File: config.mk
export PLATFORM = sky130hd
export DESIGN_NAME = chunk_request_splitter
export DESIGN_NICKNAME = d
export VERILOG_FILES = /design/src/hdl/crs_pkg.sv /design/src/hdl/crs_ctrl.sv /design/src/hdl/crs_datapath.sv /design/src/hdl/chunk_request_splitter.sv
export SDC_FILE = /design/constraint.sdc
export NUM_CORES = 2
export LEC_CHECK = 0
export BUFFER_PORTS_ARGS = -buffer_cell sky130_fd_sc_hd__buf_4
export CORE_UTILIZATION = 40
export CTS_CLUSTER_SIZE = 16
export DETAILED_ROUTE_END_ITERATION = 7
export SLEW_MARGIN = 5
export SYNTH_ARGS = -nofsm -noshare
export SYNTH_HDL_FRONTEND = slang
export SYNTH_SLANG_ARGS = --single-unit
File: constraint.sdc
create_clock -name aclk -period 10.6 [get_ports aclk]
set_clock_uncertainty 0.2 [all_clocks]
set_input_delay 2.65 -clock aclk [delete_from_list [all_inputs] [get_ports aclk]]
set_output_delay 2.65 -clock aclk [all_outputs]
set_load 0.005 [all_outputs]
File: src/hdl/crs_pkg.sv
`timescale 1ns / 1ps
// ============================================================================
// crs_pkg
// Shared types and constants of the chunk request splitter: payload structs,
// controller states, command and status groups, register indexes and widths.
// ============================================================================
package crs_pkg;

    localparam int OFF_W     = 32;
    localparam int SIZE_W    = 32;
    localparam int BUF_W     = 64;
    localparam int PAGE_W    = 40;
    localparam int PSIZE_W   = 16;
    localparam int WIDX_W    = 6;
    localparam int PCOUNT_W  = 7;
    localparam int CS_W      = 16;
    localparam int WC_W      = 7;

    localparam int CFG_IDX_W  = 1;
    localparam int CFG_DATA_W = 16;

    localparam logic [CFG_IDX_W-1:0] REG_CHUNK_SIZE   = 1'd0;
    localparam logic [CFG_IDX_W-1:0] REG_WORKER_COUNT = 1'd1;

    localparam logic [CS_W-1:0] CHUNK_SIZE_RESET   = 16'd4096;
    localparam logic [WC_W-1:0] WORKER_COUNT_RESET = 7'd1;
    localparam logic [WC_W-1:0] WORKER_COUNT_MAX   = 7'd64;

    localparam int MAX_PIECES_DEF = 64;

    // All dividends are zero-extended to the page width so that the chunk
    // divisions and the worker modulo chains run in lockstep.
    localparam int DIV_STEPS = PAGE_W;
    localparam int STEP_W    = $clog2(DIV_STEPS);

    typedef struct packed {
        logic [OFF_W-1:0]  file_offset;
        logic [SIZE_W-1:0] request_size;
        logic [BUF_W-1:0]  buffer_address;
        logic [PAGE_W-1:0] base_page;
    } in_t;

    typedef struct packed {
        logic [PAGE_W-1:0]   page_number;
        logic [OFF_W-1:0]    piece_offset;
        logic [PSIZE_W-1:0]  piece_size;
        logic [BUF_W-1:0]    piece_buffer;
        logic [WIDX_W-1:0]   worker_index;
        logic [PCOUNT_W-1:0] piece_count;
        logic                last_piece;
        logic                error_flag;
    } out_t;

    typedef enum logic [1:0] {
        ST_IDLE,
        ST_DIVIDE,
        ST_SETUP,
        ST_EMIT
    } state_t;

    typedef struct packed {
        logic load;
        logic step;
        logic setup;
        logic emit;
    } cmd_t;

    typedef struct packed {
        logic div_done;
        logic piece_last;
        logic out_free;
    } sts_t;

endpackage

File: src/hdl/crs_ctrl.sv
`timescale 1ns / 1ps
// ============================================================================
// crs_ctrl
// Sequencer of the splitter: accepts a request, runs the division steps,
// a setup cycle, then one piece per free output slot until the last piece.
// ============================================================================
module crs_ctrl (
    input  logic          aclk,
    input  logic          aresetn,
    input  logic          s_valid,
    output logic          s_ready,
    input  crs_pkg::sts_t sts,
    output crs_pkg::cmd_t cmd
);
    import crs_pkg::*;

    state_t state_reg;
    state_t state_next;

    always_ff @(posedge aclk) begin
        if (!aresetn) begin
            state_reg <= ST_IDLE;
        end else begin
            state_reg <= state_next;
        end
    end

    always_comb begin
        state_next = state_reg;
        case (state_reg)
            ST_IDLE: begin
                if (s_valid) begin
                    state_next = ST_DIVIDE;
                end
            end
            ST_DIVIDE: begin
                if (sts.div_done) begin
                    state_next = ST_SETUP;
                end
            end
            ST_SETUP: begin
                state_next = ST_EMIT;
            end
            ST_EMIT: begin
                if (sts.out_free && sts.piece_last) begin
                    state_next = ST_IDLE;
                end
            end
            default: begin
                state_next = ST_IDLE;
            end
        endcase
    end

    always_comb begin
        s_ready   = 1'b0;
        cmd       = '0;
        case (state_reg)
            ST_IDLE: begin
                s_ready  = 1'b1;
                cmd.load = s_valid;
            end
            ST_DIVIDE: begin
                cmd.step = 1'b1;
            end
            ST_SETUP: begin
                cmd.setup = 1'b1;
            end
            ST_EMIT: begin
                cmd.emit = sts.out_free;
            end
            default: begin
                s_ready = 1'b0;
            end
        endcase
    end

endmodule

File: src/hdl/crs_datapath.sv
`timescale 1ns / 1ps
// ============================================================================
// crs_datapath
// Configuration registers, the two restoring chunk dividers, the worker
// modulo chains, the piece generator and the output register.
// ============================================================================
module crs_datapath #(
    parameter int MAX_PIECES = crs_pkg::MAX_PIECES_DEF
) (
    input  logic                           aclk,
    input  logic                           aresetn,
    input  logic                           cfg_we,
    input  logic [crs_pkg::CFG_IDX_W-1:0]  cfg_index,
    input  logic [crs_pkg::CFG_DATA_W-1:0] cfg_wdata,
    input  crs_pkg::in_t                   s_data,
    output logic                           m_valid,
    input  logic                           m_ready,
    output crs_pkg::out_t                  m_data,
    input  crs_pkg::cmd_t                  cmd,
    output crs_pkg::sts_t                  sts
);
    import crs_pkg::*;

    localparam int CNT_W = $clog2(MAX_PIECES + 1);

    // Configuration
    logic [CS_W-1:0] cs_reg;
    logic [WC_W-1:0] wc_reg;
    logic [WC_W-1:0] wce;

    // Request and division state
    logic [OFF_W-1:0]   off_reg, off_next;
    logic [OFF_W:0]     end_reg, end_next;
    logic               zero_size_reg, zero_size_next;
    logic [BUF_W-1:0]   buf_reg, buf_next;
    logic [PAGE_W-1:0]  base_reg, base_next;
    logic [STEP_W-1:0]  step_reg, step_next;
    logic [CS_W-1:0]    rem1_reg, rem1_next;
    logic [CS_W-1:0]    rem2_reg, rem2_next;
    logic [PAGE_W-1:0]  q1_reg, q1_next;
    logic [PAGE_W-1:0]  q2_reg, q2_next;
    logic [WIDX_W-1:0]  rb_reg, rb_next;
    logic [WIDX_W-1:0]  rq_reg, rq_next;
    logic [WIDX_W-1:0]  rp_reg, rp_next;

    // Piece generation state
    logic [PAGE_W-1:0]  page_reg, page_next;
    logic [WIDX_W-1:0]  wi_reg, wi_next;
    logic [CNT_W-1:0]   count_reg, count_next;
    logic [CNT_W-1:0]   k_reg, k_next;
    logic               err_reg, err_next;

    // Output register
    logic               m_valid_reg, m_valid_next;
    out_t               m_data_reg, m_data_next;

    // Combinational helpers
    logic [STEP_W-1:0]  bit_idx;
    logic [PAGE_W-1:0]  off_ext, end_ext;
    logic [CS_W:0]      t1, t2;
    logic               ge1, ge2;
    logic [WC_W-1:0]    tb, tq, tp;
    logic [PAGE_W:0]    page_sum;
    logic [PAGE_W-1:0]  count_full;
    logic               setup_err;
    logic [WC_W-1:0]    ws, ws1;
    logic               k_first, k_last;
    logic [PSIZE_W-1:0] psize;
    out_t               piece;

    assign wce = (wc_reg == '0) ? WC_W'(1) :
                 (wc_reg > WORKER_COUNT_MAX) ? WORKER_COUNT_MAX : wc_reg;

    always_ff @(posedge aclk) begin
        if (!aresetn) begin
            cs_reg <= CHUNK_SIZE_RESET;
            wc_reg <= WORKER_COUNT_RESET;
        end else if (cfg_we) begin
            if (cfg_index == REG_CHUNK_SIZE) begin
                cs_reg <= cfg_wdata[CS_W-1:0];
            end
            if (cfg_index == REG_WORKER_COUNT) begin
                wc_reg <= cfg_wdata[WC_W-1:0];
            end
        end
    end

    // One restoring step per cycle for each divider, quotient bits MSB first.
    assign bit_idx = STEP_W'(DIV_STEPS - 1) - step_reg;
    assign off_ext = PAGE_W'(off_reg);
    assign end_ext = PAGE_W'(end_reg);
    assign t1  = {rem1_reg, off_ext[bit_idx]};
    assign t2  = {rem2_reg, end_ext[bit_idx]};
    assign ge1 = t1 >= {1'b0, cs_reg};
    assign ge2 = t2 >= {1'b0, cs_reg};

    // Residues mod the worker count: the base page, the start chunk as its
    // quotient bits arrive, and 2^40 for a page number that wraps.
    assign tb = {rb_reg, base_reg[bit_idx]};
    assign tq = {rq_reg, ge1};
    assign tp = {rp_reg, 1'b0};

    assign page_sum   = {1'b0, base_reg} + {1'b0, q1_reg};
    assign count_full = q2_reg - q1_reg + PAGE_W'(1);
    assign setup_err  = zero_size_reg || (cs_reg == '0) ||
                        (count_full > PAGE_W'(MAX_PIECES));

    always_comb begin
        ws  = WC_W'(rb_reg) + WC_W'(rq_reg);
        ws1 = (ws >= wce) ? (ws - wce) : ws;
        if (page_sum[PAGE_W]) begin
            ws1 = (ws1 >= WC_W'(rp_reg)) ? (ws1 - WC_W'(rp_reg))
                                          : (ws1 + wce - WC_W'(rp_reg));
        end
    end

    // The last piece ends at the remainder of the end byte; a single piece
    // spans both remainders.
    assign k_first = (k_reg == '0);
    assign k_last  = (k_reg == count_reg - CNT_W'(1));

    always_comb begin
        if (k_first && k_last) begin
            psize = rem2_reg - rem1_reg + PSIZE_W'(1);
        end else if (k_first) begin
            psize = cs_reg - rem1_reg;
        end else if (k_last) begin
            psize = rem2_reg + PSIZE_W'(1);
        end else begin
            psize = cs_reg;
        end
    end

    always_comb begin
        piece = '0;
        piece.last_piece = 1'b1;
        piece.error_flag = 1'b1;
        if (!err_reg) begin
            piece.page_number  = page_reg;
            piece.piece_offset = off_reg;
            piece.piece_size   = psize;
            piece.piece_buffer = buf_reg;
            piece.worker_index = wi_reg;
            piece.piece_count  = PCOUNT_W'(count_reg);
            piece.last_piece   = k_last;
            piece.error_flag   = 1'b0;
        end
    end

    always_comb begin
        off_next       = off_reg;
        end_next       = end_reg;
        zero_size_next = zero_size_reg;
        buf_next       = buf_reg;
        base_next      = base_reg;
        step_next      = step_reg;
        rem1_next      = rem1_reg;
        rem2_next      = rem2_reg;
        q1_next        = q1_reg;
        q2_next        = q2_reg;
        rb_next        = rb_reg;
        rq_next        = rq_reg;
        rp_next        = rp_reg;
        page_next      = page_reg;
        wi_next        = wi_reg;
        count_next     = count_reg;
        k_next         = k_reg;
        err_next       = err_reg;
        m_valid_next   = m_valid_reg;
        m_data_next    = m_data_reg;

        if (cmd.load) begin
            off_next       = s_data.file_offset;
            end_next       = {1'b0, s_data.file_offset} + {1'b0, s_data.request_size}
                             - (OFF_W + 1)'(1);
            zero_size_next = (s_data.request_size == '0);
            buf_next       = s_data.buffer_address;
            base_next      = s_data.base_page;
            step_next      = '0;
            rem1_next      = '0;
            rem2_next      = '0;
            q1_next        = '0;
            q2_next        = '0;
            rb_next        = '0;
            rq_next        = '0;
            rp_next        = (wce == WC_W'(1)) ? WIDX_W'(0) : WIDX_W'(1);
        end

        if (cmd.step) begin
            step_next = step_reg + STEP_W'(1);
            rem1_next = ge1 ? CS_W'(t1 - {1'b0, cs_reg}) : t1[CS_W-1:0];
            rem2_next = ge2 ? CS_W'(t2 - {1'b0, cs_reg}) : t2[CS_W-1:0];
            q1_next   = {q1_reg[PAGE_W-2:0], ge1};
            q2_next   = {q2_reg[PAGE_W-2:0], ge2};
            rb_next   = (tb >= wce) ? WIDX_W'(tb - wce) : tb[WIDX_W-1:0];
            rq_next   = (tq >= wce) ? WIDX_W'(tq - wce) : tq[WIDX_W-1:0];
            rp_next   = (tp >= wce) ? WIDX_W'(tp - wce) : tp[WIDX_W-1:0];
        end

        if (cmd.setup) begin
            page_next  = page_sum[PAGE_W-1:0];
            wi_next    = ws1[WIDX_W-1:0];
            count_next = count_full[CNT_W-1:0];
            k_next     = '0;
            err_next   = setup_err;
        end

        if (cmd.emit) begin
            m_valid_next = 1'b1;
            m_data_next  = piece;
            k_next       = k_reg + CNT_W'(1);
            page_next    = page_reg + PAGE_W'(1);
            off_next     = off_reg + OFF_W'(psize);
            buf_next     = buf_reg + BUF_W'(psize);
            // A page number that wraps to zero restarts the worker rotation.
            if (page_reg == '1 || WC_W'(wi_reg) == wce - WC_W'(1)) begin
                wi_next = '0;
            end else begin
                wi_next = wi_reg + WIDX_W'(1);
            end
        end else if (m_ready) begin
            m_valid_next = 1'b0;
        end
    end

    always_ff @(posedge aclk) begin
        if (!aresetn) begin
            m_valid_reg <= 1'b0;
        end else begin
            m_valid_reg <= m_valid_next;
        end
    end

    always_ff @(posedge aclk) begin
        off_reg       <= off_next;
        end_reg       <= end_next;
        zero_size_reg <= zero_size_next;
        buf_reg       <= buf_next;
        base_reg      <= base_next;
        step_reg      <= step_next;
        rem1_reg      <= rem1_next;
        rem2_reg      <= rem2_next;
        q1_reg        <= q1_next;
        q2_reg        <= q2_next;
        rb_reg        <= rb_next;
        rq_reg        <= rq_next;
        rp_reg        <= rp_next;
        page_reg      <= page_next;
        wi_reg        <= wi_next;
        count_reg     <= count_next;
        k_reg         <= k_next;
        err_reg       <= err_next;
        m_data_reg    <= m_data_next;
    end

    assign m_valid = m_valid_reg;
    assign m_data  = m_data_reg;

    assign sts.div_done   = (step_reg == STEP_W'(DIV_STEPS - 1));
    assign sts.piece_last = err_reg || k_last;
    assign sts.out_free   = !m_valid_reg || m_ready;

    a_emit_needs_slot: assert property (@(posedge aclk) disable iff (!aresetn)
        cmd.emit |-> (!m_valid_reg || m_ready))
        else $error("piece written over an untaken result");

    a_count_nonzero: assert property (@(posedge aclk) disable iff (!aresetn)
        cmd.setup |=> (err_reg || count_reg != '0))
        else $error("request set up with no pieces and no error");

    a_piece_in_range: assert property (@(posedge aclk) disable iff (!aresetn)
        (cmd.emit && !err_reg) |-> (k_reg < count_reg))
        else $error("piece index beyond piece count");

    a_error_result: assert property (@(posedge aclk) disable iff (!aresetn)
        (m_valid_reg && m_data_reg.error_flag) |->
            (m_data_reg.last_piece && m_data_reg.piece_count == '0))
        else $error("error result is not a lone final result");

endmodule

File: src/hdl/chunk_request_splitter.sv
`timescale 1ns / 1ps
// ============================================================================
// chunk_request_splitter
// Splits a byte-range request into one piece per chunk of chunk_size bytes,
// each with its page number, offset, size, buffer address and worker index.
// ============================================================================
//
//  Channel   | Dir | Handshake               | Content
//  ----------+-----+-------------------------+-----------------------------
//  s_        | in  | s_valid / s_ready       | in_t: one request
//  m_        | out | m_valid / m_ready       | out_t: one piece or an error
//  cfg_      | in  | cfg_we (no wait)        | cfg_index, cfg_wdata
//
//  A request passes through the accept step, 40 steps of the shared-sequence
//  chunk dividers and worker modulo chains (one bit of the 40-bit page width
//  each), a setup step, then one piece per cycle while the output register
//  is free, up to the last piece or a lone error result.
//  Reset is synchronous and active low; it sets chunk_size to 4096 and
//  worker_count to 1 and empties the output register.
//  A low m_ready holds the current piece in the output register and stalls
//  piece generation; the next request is accepted while the last piece waits.
//
module chunk_request_splitter #(
    parameter int MAX_PIECES = crs_pkg::MAX_PIECES_DEF
) (
    input  logic                           aclk,
    input  logic                           aresetn,
    input  logic                           cfg_we,
    input  logic [crs_pkg::CFG_IDX_W-1:0]  cfg_index,
    input  logic [crs_pkg::CFG_DATA_W-1:0] cfg_wdata,
    input  logic                           s_valid,
    output logic                           s_ready,
    input  crs_pkg::in_t                   s_data,
    output logic                           m_valid,
    input  logic                           m_ready,
    output crs_pkg::out_t                  m_data
);
    import crs_pkg::*;

    cmd_t cmd;
    sts_t sts;

    crs_ctrl u_ctrl (
        .aclk    (aclk),
        .aresetn (aresetn),
        .s_valid (s_valid),
        .s_ready (s_ready),
        .sts     (sts),
        .cmd     (cmd)
    );

    crs_datapath #(
        .MAX_PIECES (MAX_PIECES)
    ) u_datapath (
        .aclk      (aclk),
        .aresetn   (aresetn),
        .cfg_we    (cfg_we),
        .cfg_index (cfg_index),
        .cfg_wdata (cfg_wdata),
        .s_data    (s_data),
        .m_valid   (m_valid),
        .m_ready   (m_ready),
        .m_data    (m_data),
        .cmd       (cmd),
        .sts       (sts)
    );

endmodule

==> key figures <==
Min path
  – Worst hold stages: 2
  – Sink of the worst hold path: u_datapath.wc_reg[0]
  – Hold Startpoint: u_datapath.wc_reg[0]
  – Worst Hold Class: reg -> reg

Logic synthesis
  – Post-synthesis cell area: about 38,000 µm²
  – Ys flop type: edfxtp_1
  – Syn_nets: about 4,400
  – Post-synth cell types: 86
  – Yosys Warn Count: 0
  – Async S/R FF share, synth: 0
  – Mapped Avg Cell Area: slightly above 10 µm²
  – Cells after Synth: ~3,800
  – EDFF count, synth: roughly 530
  – FF+latch count, synth: between 500 and 600
  – Seq/Total Area, Yosys: 0.431

CTS
  – Max Buffers Root-to-Sink: 3
  – H-tree depth: 3
  – CTS tree: yes
  – Clk sink count: between 500 and 600
  – CTS resizes: 0
  – Setup Fix Bufs, Post-CTS: 0
  – CTS root buf: clkbuf_16
  – Clock-pin slew on the worst setup and hold paths: roughly 0.060 ns
  – Cts hold-fix bufs: 0
  – Clock Latency Late Sink: between 0.6 and 0.7 ns
  – Total CTS buffers: between 60 and 70

STA
  – Setup_tns: 0 ns
  – Setup Viol. Count Final: 0
  – Measured slew at the worst slew-check pin: approximately 1.2 ns
  – Hold_ws: around 0.27 ns
  – RSZ-0062 raised after global routing: no
  – Max frequency: 135 MHz
  – Post-route worst setup slack: about 3.2 ns
  – Final hold vios: 0
  – Slew headroom: 0.163
  – Final Max Tran Viols: 0
  – Final worst path period share: 0.699
  – Final min period: about 7.4 ns

Global route
  – First-pass GRT wire length: roughly 160,000 µm
  – Gr ovfl total: 0
  – Met2 Resource Use GR: 0.340
  – Largest net degree at the start of global routing: between 100 and 150
  – Tot GR Track Use: 0.213
  – GR Layer Usage met1: 0.303
  – Number of global-route vias before repair: 27,900
  – Busiest grt layer: met2
  – GR Layer Usage met3: 0.0279
  – Initial antenna violation count: 1

Detailed routing
  – Drt via density: 5.33
  – ANT nets after route: 0
  – # DRC: 0
  – Wirelength per Cell: between 15 and 20 µm
  – Drt total wl: 106,000 µm
  – Via Count: a little under 30,000
  – DR pass1 iterations: 6
  – Number of DRC markers in iteration 0: between 2,000 and 2,500

Critical path
  – Critical path's most frequent cell: a21o_1
  – R2R cell count: 26
  – Slowest stage delay, CP: roughly 0.83 ns
  – Startpoint types: flip-flop
  – Crit path from: u_datapath.step_reg[0]
  – Req. time, crit path: roughly 11 ns
  – Crit Path Max Fanout: 20
  – Cell family with most CP delay: compound AO/OA/AOI/OAI gates
  – Reg-to-reg endpoint: u_datapath.rq_reg[2]
  – RR Startpoint: u_datapath.step_reg[0]
  – Worst Setup End Kind: flip-flop
  – Type of the worst setup path: reg -> reg
  – CP max-delay cell: edfxtp_1
  – Worst EP arrival: about 7.6 ns
  – WP buf/inv: 3
  – R2r setup slk: 3.19 ns

Cells and area
  – Largest register FFs: around 170
  – # nets final: approximately 4,700
  – Final instance area: approximately 45,000 µm²
  – Syn-to-layout area delta: 16.4%
  – ANT cells: 0
  – Share of cells above drive strength 1: 0.135

Die
  – Core Rows: 113
  – Die width: roughly 310 µm
  – Die height: about 310 µm
  – Initial core utilization: 0.404
  – Placeable core area: 95,000 µm²
  – I/O pins: 359
  – Full die area: 97,200 µm²

Place
  – DP HPWL: slightly above 80,000 µm
  – GP Congestion: approximately 0.92
  – Setup Slack @ Placement: approximately 3.2 ns
  – Post-place instance area: 42,400 µm²
  – Port Buf Inserts: about 360

Pwr
  – Power Dens Cells: approximately 350 nW/µm²
  – Leakage power: roughly 18 nW
  – Worst vdd rail ir drop: between 0.0003 and 0.0004 V

Status
  – Run status: completed

Flow run
  – Max_cap viols: 0
cell usage after synthesis (all sizes together) (98+ instances only):
cell	count	area share
a21o	98	0.019
nand3	114	0.015
xnor2	204	0.047
clkbuf	109	0.011
o21ai	244	0.032
inv	308	0.030
a21oi	216	0.028
ha	349	0.11
edfxtp	534	0.42
nor2	176	0.018
nor2b	226	0.037
xor2	123	0.028
and2	104	0.017
nand2	343	0.034
report_power, final:
| part | internal (mW) | switching [mW] |
|---|---|---|
| sequential | 3.49 | 0.670 |
| clock | 1.44 | 0.963 |
| combinational | 3.85 | 5.22 |
| total | 8.77 | 6.85 |
cells in the final DEF (no fill, tap or decap), types with 32 or more instances in the layout:
cell,Yosys,layout
a21o_1,98,98
xnor2_1,204,204
nor2_1,168,168
nand2b_1,34,33
a21oi_1,216,216
and3_1,42,42
nor2b_1,226,226
nor3_1,51,50
mux4_2,32,32
and2_1,104,103
clkbuf_16,0,70
edfxtp_1,534,534
mux2i_1,52,52
nand3_1,114,114
o21ai_0,223,223
buf_4,1,380
inv_1,304,304
nand4_1,41,41
xor2_1,123,123
nand2_1,343,342
ha_1,349,348
stage by stage:
| step | power, mW | utilization | std cells |
|---|---|---|---|
| global placement | 13.1 | 0.446 | 5320 |
| finish | 15.6 | 0.470 | 5444 |
| detailed placement | 13.2 | 0.446 | 5320 |
| global route | 16.9 | 0.470 | 5444 |
| floorplan | 10.9 | - | 3798 |
| CTS | 15.6 | 0.470 | 5444 |
per-layer routing:
layer | part of all wire | vias to the layer above | wire, µm
met3 | 0.051 | 124 | 5430
met4 | 0.022 | 2 | 2360
met5 | 0.000076 | - | 8
met1 | 0.47 | 13900 | 49600
met2 | 0.46 | 755 | 48100
li1 | - | 14300 | -
worst reg2reg max path: stages (launching register included):
cell and delay (ns):
edfxtp_1 0.83, buf_4 0.50, mux4_2 0.57, mux4_2 0.49, mux2_2 0.28, nand2_1 0.09
ha_1 0.20, inv_1 0.06, a21oi_1 0.13, o21ai_1 0.07, a21oi_1 0.27, o21ai_1 0.16
a211o_1 0.36, a221o_1 0.31, a21o_1 0.21, a21o_1 0.50, inv_1 0.17, ha_1 0.20
nor2b_1 0.05, o21ai_0 0.15, nand2b_1 0.10, a21o_1 0.19, a21o_1 0.19, a211o_1 0.29
a21o_1 0.31, mux2i_1 0.20, nor2b_1 0.06
cell type report:
type,instances,area [µm²]
fillers,9007,50300
clock inverters,38,437
inverters,309,1170
multi-input cells,2806,20200
well taps,1265,1580
repair buffers,380,2850
clock buffers,86,1850
flip-flops and latches,560,16600
logic make-up after synthesis:
family                   after synthesis  synth area share
adder cells (fa/ha/maj)              369             0.124
multiplexers                          90            0.0341
AO/OA/AOI/OAI                        817             0.134
flip-flops                           560             0.431
buffers and inverters                432            0.0428
XOR/XNOR                             327            0.0746
AND/OR/NAND/NOR                     1203             0.159
how the worst max path moves through the flow:
stage | end | slack (ns) | cells after the start
after detailed placement | u_datapath.rq_reg[2] | 3.19 | 26
after CTS | u_datapath.rq_reg[2] | 3.12 | 26
final | u_datapath.rq_reg[2] | 3.19 | 26
after floorplan | u_datapath.m_data[0] | 1.84 | 5
after global routing | u_datapath.rq_reg[2] | 2.68 | 26
after global placement | u_datapath.rq_reg[4] | 3.28 | 26
Note: power is estimated with default switching activity, not from simulation.
